===== config.mk =====
export PLATFORM = sky130hd
export DESIGN_NAME = bounded_double_ended_queue
export DESIGN_NICKNAME = d
export VERILOG_FILES = /design/src/sv/bdq_pkg.sv /design/src/sv/bdq_ctrl.sv /design/src/sv/bdq_datapath.sv /design/src/sv/bounded_double_ended_queue.sv
export SDC_FILE = /design/constraint.sdc
export NUM_CORES = 1
export LEC_CHECK = 0
export BUFFER_PORTS_ARGS = -buffer_cell sky130_fd_sc_hd__buf_2
export CAP_MARGIN = 20
export CORE_ASPECT_RATIO = 1.4
export CORE_MARGIN = 4
export CORE_UTILIZATION = 40
export CTS_CLUSTER_SIZE = 30
export DETAILED_ROUTE_END_ITERATION = 7
export GPL_ROUTABILITY_DRIVEN = 0
export SYNTH_ARGS = -nofsm -noshare
export SYNTH_HDL_FRONTEND = slang
export SYNTH_SLANG_ARGS = --single-unit

===== constraint.sdc =====
create_clock -name clk -period 4.1 [get_ports clk]
set_input_delay 1.025 -clock clk [delete_from_list [all_inputs] [get_ports clk]]
set_output_delay 1.025 -clock clk [all_outputs]
set_load 0.05 [all_outputs]

===== src/sv/bdq_pkg.sv =====
// package for the bounded double-ended queue: widths, codes, state and command types
`default_nettype none

package bdq_pkg;

    localparam int DEPTH_DEFAULT = 16;
    localparam int DATA_W        = 32;
    localparam int KIND_W        = 3;
    localparam int CAP_W         = 5;
    localparam logic [CAP_W-1:0] CAP_RESET = 5'd16;

    typedef enum logic [KIND_W-1:0] {
        KIND_PUSH_FRONT = 3'd0,
        KIND_PUSH_BACK  = 3'd1,
        KIND_POP_FRONT  = 3'd2,
        KIND_POP_BACK   = 3'd3,
        KIND_QUERY      = 3'd4
    } kind_t;

    typedef enum logic [1:0] {
        ST_IDLE    = 2'd0,
        ST_UPDATE  = 2'd1,
        ST_READ    = 2'd2,
        ST_RESPOND = 2'd3
    } state_t;

    typedef struct packed {
        logic load;
        logic update;
        logic read;
    } dp_cmd_t;

endpackage

`default_nettype wire


===== src/sv/bdq_ctrl.sv =====
// sequencer for the queue: steps each beat through update, read and respond
`default_nettype none

module bdq_ctrl (
    input  wire logic            clk,
    input  wire logic            rst_n,
    input  wire logic            start,
    output bdq_pkg::dp_cmd_t     cmd,
    output logic                 busy,
    output logic                 done
);

    bdq_pkg::state_t state_reg;
    bdq_pkg::state_t state_next;

    always_ff @(posedge clk or negedge rst_n)
    begin
        if (!rst_n)
        begin
            state_reg <= bdq_pkg::ST_IDLE;
        end
        else
        begin
            state_reg <= state_next;
        end
    end

    always_comb
    begin
        state_next = state_reg;
        case (state_reg)
            bdq_pkg::ST_IDLE:
            begin
                if (start)
                begin
                    state_next = bdq_pkg::ST_UPDATE;
                end
            end
            bdq_pkg::ST_UPDATE:  state_next = bdq_pkg::ST_READ;
            bdq_pkg::ST_READ:    state_next = bdq_pkg::ST_RESPOND;
            bdq_pkg::ST_RESPOND: state_next = bdq_pkg::ST_IDLE;
            default:             state_next = bdq_pkg::ST_IDLE;
        endcase
    end

    always_comb
    begin
        cmd.load   = 1'b0;
        cmd.update = 1'b0;
        cmd.read   = 1'b0;
        busy       = 1'b1;
        done       = 1'b0;
        case (state_reg)
            bdq_pkg::ST_IDLE:
            begin
                busy     = 1'b0;
                cmd.load = start;
            end
            bdq_pkg::ST_UPDATE:  cmd.update = 1'b1;
            bdq_pkg::ST_READ:    cmd.read   = 1'b1;
            bdq_pkg::ST_RESPOND: done       = 1'b1;
            default:             busy       = 1'b1;
        endcase
    end

endmodule

`default_nettype wire


===== src/sv/bdq_datapath.sv =====
// queue datapath: ring store, front index, entry count, capacity register, result logic
`default_nettype none

module bdq_datapath #(
    parameter int DEPTH = bdq_pkg::DEPTH_DEFAULT
) (
    input  wire logic                           clk,
    input  wire logic                           rst_n,
    input  wire bdq_pkg::dp_cmd_t               cmd,
    input  wire logic [bdq_pkg::KIND_W-1:0]     kind,
    input  wire logic signed [bdq_pkg::DATA_W-1:0] data_value,
    input  wire logic                           cfg_write,
    input  wire logic [bdq_pkg::CAP_W-1:0]      cfg_data,
    output logic                                accepted,
    output logic signed [bdq_pkg::DATA_W-1:0]   front_value,
    output logic signed [bdq_pkg::DATA_W-1:0]   rear_value,
    output logic                                is_empty,
    output logic                                is_full
);

    localparam int IDXW = (DEPTH > 1) ? $clog2(DEPTH) : 1;
    localparam int CW   = $clog2(DEPTH + 1);
    localparam int SUMW = CW + 1;
    localparam int CAPW = (CW > bdq_pkg::CAP_W) ? CW : bdq_pkg::CAP_W;
    localparam logic [IDXW-1:0] LAST_IDX  = IDXW'(DEPTH - 1);
    localparam logic [SUMW-1:0] DEPTH_SUM = SUMW'(DEPTH);
    localparam logic [CAPW-1:0] DEPTH_CAP = CAPW'(DEPTH);

    logic [bdq_pkg::DATA_W-1:0] mem [DEPTH];

    bdq_pkg::kind_t                   kind_reg;
    logic [bdq_pkg::DATA_W-1:0]       data_reg;
    logic [IDXW-1:0]                  front_reg;
    logic [IDXW-1:0]                  front_next;
    logic [CW-1:0]                    count_reg;
    logic [CW-1:0]                    count_next;
    logic [bdq_pkg::CAP_W-1:0]        capacity_reg;
    logic                             ok_reg;
    logic                             ok_next;
    logic [bdq_pkg::DATA_W-1:0]       rd_front_reg;
    logic [bdq_pkg::DATA_W-1:0]       rd_rear_reg;

    logic [CAPW-1:0]                  cap_wide;
    logic [CAPW-1:0]                  eff_cap;
    logic                             full;
    logic                             empty;
    logic [IDXW-1:0]                  front_dec;
    logic [IDXW-1:0]                  front_inc;
    logic [SUMW-1:0]                  back_sum;
    logic [SUMW-1:0]                  rear_sum;
    logic [IDXW-1:0]                  back_addr;
    logic [IDXW-1:0]                  rear_addr;
    logic                             we;
    logic [IDXW-1:0]                  wr_addr;

    // capacity above the ring depth saturates at the depth
    assign cap_wide = CAPW'(capacity_reg);
    assign eff_cap  = (cap_wide > DEPTH_CAP) ? DEPTH_CAP : cap_wide;
    assign full     = CAPW'(count_reg) >= eff_cap;
    assign empty    = (count_reg == '0);

    assign front_dec = (front_reg == '0) ? LAST_IDX : front_reg - IDXW'(1);
    assign front_inc = (front_reg == LAST_IDX) ? '0 : front_reg + IDXW'(1);

    // front + count stays below twice the depth, and so does front + count - 1 unless the queue is empty
    assign back_sum  = SUMW'(front_reg) + SUMW'(count_reg);
    assign rear_sum  = back_sum - SUMW'(1);
    assign back_addr = (back_sum >= DEPTH_SUM) ? IDXW'(back_sum - DEPTH_SUM)
                                               : IDXW'(back_sum);
    assign rear_addr = (rear_sum >= DEPTH_SUM) ? IDXW'(rear_sum - DEPTH_SUM)
                                               : IDXW'(rear_sum);

    always_comb
    begin
        front_next = front_reg;
        count_next = count_reg;
        ok_next    = ok_reg;
        we         = 1'b0;
        wr_addr    = back_addr;
        if (cmd.update)
        begin
            ok_next = 1'b0;
            case (kind_reg)
                bdq_pkg::KIND_PUSH_FRONT:
                begin
                    if (!full)
                    begin
                        front_next = front_dec;
                        wr_addr    = front_dec;
                        we         = 1'b1;
                        count_next = count_reg + CW'(1);
                        ok_next    = 1'b1;
                    end
                end
                bdq_pkg::KIND_PUSH_BACK:
                begin
                    if (!full)
                    begin
                        we         = 1'b1;
                        count_next = count_reg + CW'(1);
                        ok_next    = 1'b1;
                    end
                end
                bdq_pkg::KIND_POP_FRONT:
                begin
                    if (!empty)
                    begin
                        front_next = front_inc;
                        count_next = count_reg - CW'(1);
                        ok_next    = 1'b1;
                    end
                end
                bdq_pkg::KIND_POP_BACK:
                begin
                    if (!empty)
                    begin
                        count_next = count_reg - CW'(1);
                        ok_next    = 1'b1;
                    end
                end
                bdq_pkg::KIND_QUERY:
                begin
                    ok_next = 1'b1;
                end
                default:
                begin
                    ok_next = 1'b0;
                end
            endcase
        end
    end

    always_ff @(posedge clk or negedge rst_n)
    begin
        if (!rst_n)
        begin
            front_reg    <= '0;
            count_reg    <= '0;
            capacity_reg <= bdq_pkg::CAP_RESET;
        end
        else
        begin
            front_reg <= front_next;
            count_reg <= count_next;
            if (cfg_write)
            begin
                capacity_reg <= cfg_data;
            end
        end
    end

    // payload registers, no reset
    always_ff @(posedge clk)
    begin
        ok_reg <= ok_next;
        if (cmd.load)
        begin
            kind_reg <= bdq_pkg::kind_t'(kind);
            data_reg <= data_value;
        end
    end

    // ring store: one write port, two registered read ports
    always_ff @(posedge clk)
    begin
        if (we)
        begin
            mem[wr_addr] <= data_reg;
        end
        if (cmd.read)
        begin
            rd_front_reg <= mem[front_reg];
            rd_rear_reg  <= mem[rear_addr];
        end
    end

    assign accepted    = ok_reg;
    assign is_empty    = empty;
    assign is_full     = full;
    assign front_value = empty ? '1 : rd_front_reg;
    assign rear_value  = empty ? '1 : rd_rear_reg;

endmodule

`default_nettype wire


===== src/sv/bounded_double_ended_queue.sv =====
// top level of the bounded double-ended queue
//
//   channel   handshake              payload
//   command   start / busy           kind, data_value
//   result    done (one cycle)       accepted, front_value, rear_value, is_empty, is_full
//   config    cfg_write              cfg_data (capacity)
//
// one beat at a time: the sequencer steps update, read and respond after accept, then returns to idle
// result strobe comes in the respond state, after update and read; busy stays high through it
// the ring store's registered read port sets the read step
// async reset clears index, count, sequencer and sets capacity to 16; store is not cleared
// the receiver cannot stall: done lasts one cycle and is never held
`default_nettype none

module bounded_double_ended_queue #(
    parameter int DEPTH = bdq_pkg::DEPTH_DEFAULT
) (
    input  wire logic                              clk,
    input  wire logic                              rst_n,
    input  wire logic                              start,
    output logic                                   busy,
    input  wire logic [bdq_pkg::KIND_W-1:0]        kind,
    input  wire logic signed [bdq_pkg::DATA_W-1:0] data_value,
    input  wire logic                              cfg_write,
    input  wire logic [bdq_pkg::CAP_W-1:0]         cfg_data,
    output logic                                   done,
    output logic                                   accepted,
    output logic signed [bdq_pkg::DATA_W-1:0]      front_value,
    output logic signed [bdq_pkg::DATA_W-1:0]      rear_value,
    output logic                                   is_empty,
    output logic                                   is_full
);

    bdq_pkg::dp_cmd_t cmd;

    bdq_ctrl u_ctrl (
        .clk   (clk),
        .rst_n (rst_n),
        .start (start),
        .cmd   (cmd),
        .busy  (busy),
        .done  (done)
    );

    bdq_datapath #(
        .DEPTH (DEPTH)
    ) u_datapath (
        .clk         (clk),
        .rst_n       (rst_n),
        .cmd         (cmd),
        .kind        (kind),
        .data_value  (data_value),
        .cfg_write   (cfg_write),
        .cfg_data    (cfg_data),
        .accepted    (accepted),
        .front_value (front_value),
        .rear_value  (rear_value),
        .is_empty    (is_empty),
        .is_full     (is_full)
    );

endmodule

`default_nettype wire


==> run metrics, run 1 <==
post-synth cell types=52; Fmax=0.269 GHz; Detailed Place HPWL=39900 µm; Worst R2R Setup Slack=780 ps; largest net degree at the start of global routing=135; Clock Latency Late Sink=630 ps; Synth top area share=0.648; PostCTS Resize Cnt=0; most common cell in the netlist=edfxtp_1; asr flop ratio synth=0.0255; CTS tree=yes; CTS clk-pin slew, worst paths=70 ps; Core ar.=0.0702 mm²; wire length per cell=28.6 µm; # IOs=113; Layout Skew=18.7 ps; Root Buffer=clkbuf_16; PortBufs=112; Fin. Hold Viols=0; die area=0.0753 mm²; status=complete, no violations; # nets final=1575; hold-fix buffer count after cts=0; crit path launch type=flop; syn nets=1444; DRC=0; critical path's slowest cell=or4_1; drt pass-1 iters=5; via count=14800; final worst slack=380 ps; Synth area leader=edfxtp_1; first-pass GRT wire length=105000 µm; crit path capture type=output port; Synth Flop Type=edfxtp_1; P&R area growth vs syn=14.3%; die height=323 µm; Total Routing Usage GR=0.191; sequential fraction of the synthesis area=0.662; Final ANT Viol Nets=0; Avg Synthesized Cell Area=20.6 µm²; RSZ-0062 raised after global routing=false; Detailed Route WL=71300 µm; post-route setup TNS=0 ps; post-CTS setup buffer count=0; Slew Limit Headroom=0.295; top post-synthesis cells by count=612 x edfxtp_1, 288 x mux4_2, 64 x nand3_1; pre-CTS WS=829 ps; Starting Density=0.404; final core occ=0.461; Die W=233 µm; share of layout cells above drive strength 1=0.420; Reg with most FFs=u_datapath.mem; critical path class=reg -> out; Hold Path Class=in -> async; Worst path max stage delay=620 ps; Ys Warns=0; Final Setup Violations=0; CTS Buf Count=61; grt ovf=0; cells after synthesis=1378; # rows=115; clk buf depth=3; post-route minimum period=3720 ps; Worst Tran Pin Value=1060 ps; main area contributors after synthesis=edfxtp_1 65%, mux4_2 23%, or2_2 1.3%; vias in the first global route=15700; H-Tree Depth=2; register bit total from synthesis=628; crit path DAT=2700 ps; max cap viols=0; count of pins over their slew limit=0; Sink Count=628; initial antenna violation count=1; Post-Syn Area=0.0283 mm²; Period Utilization, post-route=0.907; DR vias/cell=5.91; CP Cell Sequence=or4_1 -> nor2_4 -> buf_12 -> or2_2 -> buf_2; First DRT Iteration DRCs=1412; worst-path maximum fanout=66; Post-synth EDFFs=612; CP Data Required Time=3070 ps; max reg flops=512; Antenna diodes=0
==> path summary, 6_finish.rpt <==
path | start | endpoint | cells past startpoint
setup / recovery | u_datapath.count_reg[0] | front_value[16] | 5
hold / removal | rst_n | u_ctrl.state_reg[0] | 1
setup reg to reg | u_datapath.front_reg[0] | u_datapath.mem[10][4] | 6
hold reg to reg | u_datapath.cap_wide[0] | u_datapath.cap_wide[0] | 1
max in group asynchronous | rst_n | u_datapath.cap_wide[4] | 1
min in group clk | u_datapath.cap_wide[0] | u_datapath.cap_wide[0] | 1
==> cell type report <==
| type | instances | area [µm²] |
|---|---|---|
| Clock inverter | 45 | 459 |
| Multi-Input combinational cell | 642 | 9230 |
| Sequential cell | 628 | 18800 |
| Fill cell | 5945 | 37800 |
| Inverter | 12 | 45.0 |
| Timing Repair Buffer | 164 | 1140 |
| Clock buffer | 70 | 1560 |
| Tap cell | 936 | 1170 |
==> critical path: cells and delay by family (launching register included) <==
family | cells | cell delay [ps]
AND/OR/NAND/NOR | 3 | 980
buffers and inverters | 2 | 570
flip-flops | 1 | 480
==> cell usage in the layout, fill, tap and decap left out, types with 12 or more instances in the layout <==
master     synthesis  layout
edfxtp_1         612     612
mux4_2           288     288
buf_2             37     112
nand3_1           64      64
or2_2             61      61
clkbuf_16          0      61
buf_4              4      37
mux2i_1           34      34
o211ai_1          31      31
nor2_4             1      18
ha_1              20      17
buf_12             0      15
clkinv_2           0      14
nor2_1            30      13
a21oi_1           12      12
dfrtp_1           15      12
==> cell families after synthesis <==
kind of cell	synth area share
xor+xnor	0.00596
simple gates	0.0379
fa+ha+maj	0.0102
buf+inv	0.0191
flops	0.662
compound gates	0.0208
mux	0.244
==> layer usage <==
metal	routed length (µm)	GRT usage	share of wire	up-vias
met5	13	0	0.00018	-
met4	1360	0.0453	0.019	2
met3	4040	0.0265	0.057	87
met2	37200	0.331	0.52	565
met1	28700	0.258	0.40	7970
li1	-	-	-	6141
==> through the flow <==
step	instance area (µm²)	hold slack (ps)	std cells
after detailed placement	30400	495	2382
after global placement	30400	504	2382
after CTS	32400	289	2497
after floorplan	28300	458	1378
final	32400	320	2497
after global routing	32400	313	2497
Power of run 1 is not shown: default switching activity piles up to over one toggle a cycle in this logic, so the estimate is an artifact.
==> run 2: changes to the inputs <==
--- a/config.mk
+++ b/config.mk
@@ -8,7 +8,6 @@
 export BUFFER_PORTS_ARGS = -buffer_cell sky130_fd_sc_hd__buf_2
 export CAP_MARGIN = 20
 export CORE_ASPECT_RATIO = 1.4
-export CORE_MARGIN = 4
 export CORE_UTILIZATION = 40
 export CTS_CLUSTER_SIZE = 30
 export DETAILED_ROUTE_END_ITERATION = 7
==> run 2 against run 1 <==
Net effect: clock skew down 8.5 ps; sequential cell count unchanged; global-route usage up 0.80 points; via count down 0.28%; cell count down 0.12%; wire length down 2.2%; setup slack better by 0.93 ps; utilization about the same; cell area up 0.10%.
==> run metrics, run 2 (same netlist as run 1, synthesis figures left out) <==
CTS clk-pin slew, worst paths=60 ps; DRC=0; drt pass-1 iters=5; vias in the first global route=15500; beginning of the worst register-to-register path=u_datapath.front_reg[0]; Period Utilization, post-route=0.907; critical path class=reg -> out; post-route minimum period=3720 ps; PortBufs=112; # rows=115; commonest cells after routing, fill and taps aside=612 x edfxtp_1, 288 x mux4_2, 112 x buf_2, 64 x nand3_1; most common cell after layout, fill and taps aside=edfxtp_1; terminus of the critical flop-to-flop path=u_datapath.mem[12][9]; CP Data Required Time=3070 ps; Fmax=0.269 GHz; status=complete, no violations; initial antenna violation count=1; Layout Skew=10.2 ps; DR vias/cell=5.90; RSZ-0062 raised after global routing=false; Core ar.=0.0702 mm²; Worst path max stage delay=610 ps; Total Routing Usage GR=0.199; largest net degree at the start of global routing=136; die area=0.0720 mm²; wire length per cell=28.0 µm; max cap viols=0; Sink Count=628; Worst path top cell family by delay=simple AND/OR/NAND/NOR gates; # IOs=113; via count=14700; Reg with most FFs=u_datapath.mem; critical path's slowest cell=or4_1; FF-to-FF path depth=9; Crit path depth=5; CP Cell Sequence=or4_1 -> nor2_4 -> buf_4 -> or2_2 -> buf_2; Worst R2R Setup Slack=720 ps; crit path launch type=flop; crit path launch=u_datapath.count_reg[0]; worst-path maximum fanout=34; clk buf depth=3; Fin. Hold Viols=0; first-pass GRT wire length=103000 µm; Clock Latency Late Sink=640 ps; Slew Limit Headroom=0.361; post-route setup TNS=0 ps; P&R area growth vs syn=14.4%; Root Buffer=clkbuf_16; share of layout cells above drive strength 1=0.416; CTS tree=yes; Final ANT Viol Nets=0; die height=317 µm; PostCTS Resize Cnt=0; Worst Tran Pin Value=959 ps; max reg flops=512; Die W=227 µm; worst setup path endpoint=front_value[5]; hold-fix buffer count after cts=0; Detailed Place HPWL=39000 µm; crit path DAT=2690 ps; Layout fillers=5983; Hold Path Class=in -> async; First DRT Iteration DRCs=1267; post-CTS setup buffer count=0; count of pins over their slew limit=0; CP Buf/Inv Count=2; crit path capture type=output port; # nets final=1576; CTS Buf Count=61; grt ovf=0; H-Tree Depth=2; Starting Density=0.404; Detailed Route WL=69700 µm; Final Setup Violations=0
run 2: cell types whose count changed in the layout (fill, tap and decap cells not counted), sizes merged:
cell	before	now
buf	164	165
bufinv	8	5
clkbuf	70	73
clkinv	25	23
clkinvlp	8	4
diode	0	2
run 2: cell type report:
type,instances,area [µm²],area share
clock buffers,73,1570,0.0485
multi-input cells,642,9230,0.285
clock inverters,36,343,0.0106
flip-flops and latches,628,18800,0.579
inverters,12,45.0,0.00139
well taps,936,1170,0.0361
diodes,2,5.00,0.000154
repair buffers,165,1270,0.0392
run 2: how the worst min path moves through the flow:
stage	cells after the start	endpoint	startpoint	slack [ps]
finish	1	u_datapath.count_reg[0]	rst_n	310
global route	1	u_datapath.count_reg[4]	rst_n	310
CTS	1	u_datapath.count_reg[4]	rst_n	280
detailed placement	1	u_datapath.cap_wide[2]	u_datapath.cap_wide[2]	500
global placement	1	u_datapath.cap_wide[0]	u_datapath.cap_wide[0]	490
floorplan	1	u_datapath.count_reg[4]	u_datapath.count_reg[4]	460
run 2: through the flow:
step,hold WS (ps),area (µm²),setup slack [ps],util,cells
2_1_floorplan,458,28300,372,-,1378
6_report,309,32400,381,0.462,2494
4_1_cts,277,32400,269,0.462,2492
5_1_grt,313,32400,198,0.462,2492
3_5_place_dp,499,30500,693,0.434,2383
3_3_place_gp,495,30500,766,0.434,2383
run 2: per-layer routing:
layer  vias to the layer above  global-route usage  wire [µm]
met3                        92              0.0310       4270
li1                       6143                   -          -
met1                      7918               0.258      27600
met4                         0              0.0511       1510
met5                         -                   0          0
met2                       571               0.348      36400
Power of run 2 is left out for the same reason.
==> run 3: changes to the inputs <==
==> constraint.sdc (replaced) <==
create_clock -name clk -period 4.21 [get_ports clk]
set_input_delay 1.0525 -clock clk [delete_from_list [all_inputs] [get_ports clk]]
set_output_delay 1.0525 -clock clk [all_outputs]
set_load 0.05 [all_outputs]
==> run 3 against run 2 <==
Net effect: die area stayed put; register-to-register slack better by 40 ps; sequential cell count stayed put; clock skew is 13 ps higher; critical path type unchanged; largest cell class unchanged.
==> run metrics, run 3 (same netlist as run 1, synthesis figures left out) <==
CTS clk-pin slew, worst paths=60 ps; share of layout cells above drive strength 1=0.416; first-pass GRT wire length=103000 µm; post-route setup TNS=0 ps; CTS tree=yes; post-CTS setup buffer count=0; crit path capture type=output port; max reg flops=512; final core occ=0.462; status=complete, no violations; # nets final=1572; terminus of the critical flop-to-flop path=u_datapath.mem[3][18]; via count=14700; largest net degree at the start of global routing=136; clk buf depth=3; Sink Count=628; crit path launch=u_datapath.count_reg[0]; Starting Density=0.404; die height=317 µm; Slew Limit Headroom=0.366; Die W=227 µm; First DRT Iteration DRCs=1338; Worst R2R Setup Slack=760 ps; CP Data Required Time=3160 ps; count of pins over their slew limit=0; Fin. Hold Viols=0; worst setup path endpoint=front_value[6]; Clock Latency Late Sink=650 ps; # rows=115; Core ar.=0.0702 mm²; Crit path depth=5; grt ovf=0; Fmax=0.254 GHz; crit path DAT=2890 ps; initial antenna violation count=0; FF-to-FF path depth=10; Antenna diodes=0; CP Cell Sequence=or4_1 -> nor2_4 -> buf_4 -> or2_2 -> buf_2; RSZ-0062 raised after global routing=false; Detailed Place HPWL=37700 µm; beginning of the worst register-to-register path=u_datapath.front_reg[0]; Worst path top cell family by delay=simple AND/OR/NAND/NOR gates; critical path's slowest cell=or4_1; Post-DP Area=0.0304 mm²; CP Buf/Inv Count=2; commonest cells after routing, fill and taps aside=612 x edfxtp_1, 288 x mux4_2, 112 x buf_2, 64 x nand3_1, 62 x clkbuf_16; Total Routing Usage GR=0.201; DRC=0; CTS Buf Count=60; Worst Tran Pin Value=952 ps; Final Setup Violations=0; worst-path maximum fanout=22; H-Tree Depth=2; Detailed Route WL=70800 µm; die area=0.0720 mm²; Reg with most FFs=u_datapath.mem; hold-fix buffer count after cts=0; vias in the first global route=15500; # IOs=113; crit path launch type=flop; PortBufs=112; Hold Path Class=in -> async; Root Buffer=clkbuf_16; Period Utilization, post-route=0.936; PostCTS Resize Cnt=0; Final ANT Viol Nets=0; Layout fillers=5944; post-layout instance area=0.0325 mm²; most common cell after layout, fill and taps aside=edfxtp_1; drt pass-1 iters=5; DR vias/cell=5.92; max cap viols=0; P&R area growth vs syn=14.5%; post-route minimum period=3940 ps; Worst path max stage delay=610 ps; wire length per cell=28.4 µm; critical path class=reg -> out; Layout Skew=22.9 ps
[run 3: cell types whose count changed in the layout (fill, tap and decap cells not counted)]
| cell | delta |
|---|---|
| diode_2 | -2 |
| bufinv_16 | +4 |
| clkinv_8 | -1 |
| buf_12 | -3 |
| clkinv_1 | +6 |
| clkbuf_16 | +1 |
| clkbuf_1 | -6 |
| inv_6 | -3 |
| clkinv_2 | +1 |
[run 3: area by class of cell]
class                   count  area [µm²]  share of cell area
well taps                 936        1170              0.0361
inverters                  12        45.0             0.00139
clock inverters            43         448              0.0138
flip-flops and latches    628       18800               0.579
clock buffers              68        1570              0.0485
multi-input cells         642        9230               0.284
repair buffers            162        1210              0.0373
[run 3: per-stage QoR]
| stage | instances | worst slack, ps | hold slack, ps |
|---|---|---|---|
| floorplan | 1378 | 482 | 458 |
| global placement | 2380 | 821 | 486 |
| detailed placement | 2380 | 774 | 495 |
| CTS | 2491 | 154 | 315 |
| global route | 2491 | 23.4 | 341 |
| finish | 2491 | 271 | 337 |
[run 3: worst min path at each step]
stage	from	to	slack (ps)
3_3_place_gp	u_datapath.cap_wide[0]	u_datapath.cap_wide[0]	490
4_1_cts	rst_n	u_datapath.front_reg[1]	310
5_1_grt	rst_n	u_datapath.front_reg[0]	340
3_5_place_dp	u_datapath.cap_wide[0]	u_datapath.cap_wide[0]	490
2_1_floorplan	u_datapath.count_reg[4]	u_datapath.count_reg[4]	460
6_report	rst_n	u_datapath.front_reg[0]	340
[run 3: per-layer routing]
metal,share of wire,GRT usage
met1,0.40,0.262
met2,0.51,0.345
met3,0.064,0.0358
met4,0.024,0.0564
met5,0,0
Power of run 3 is left out for the same reason.
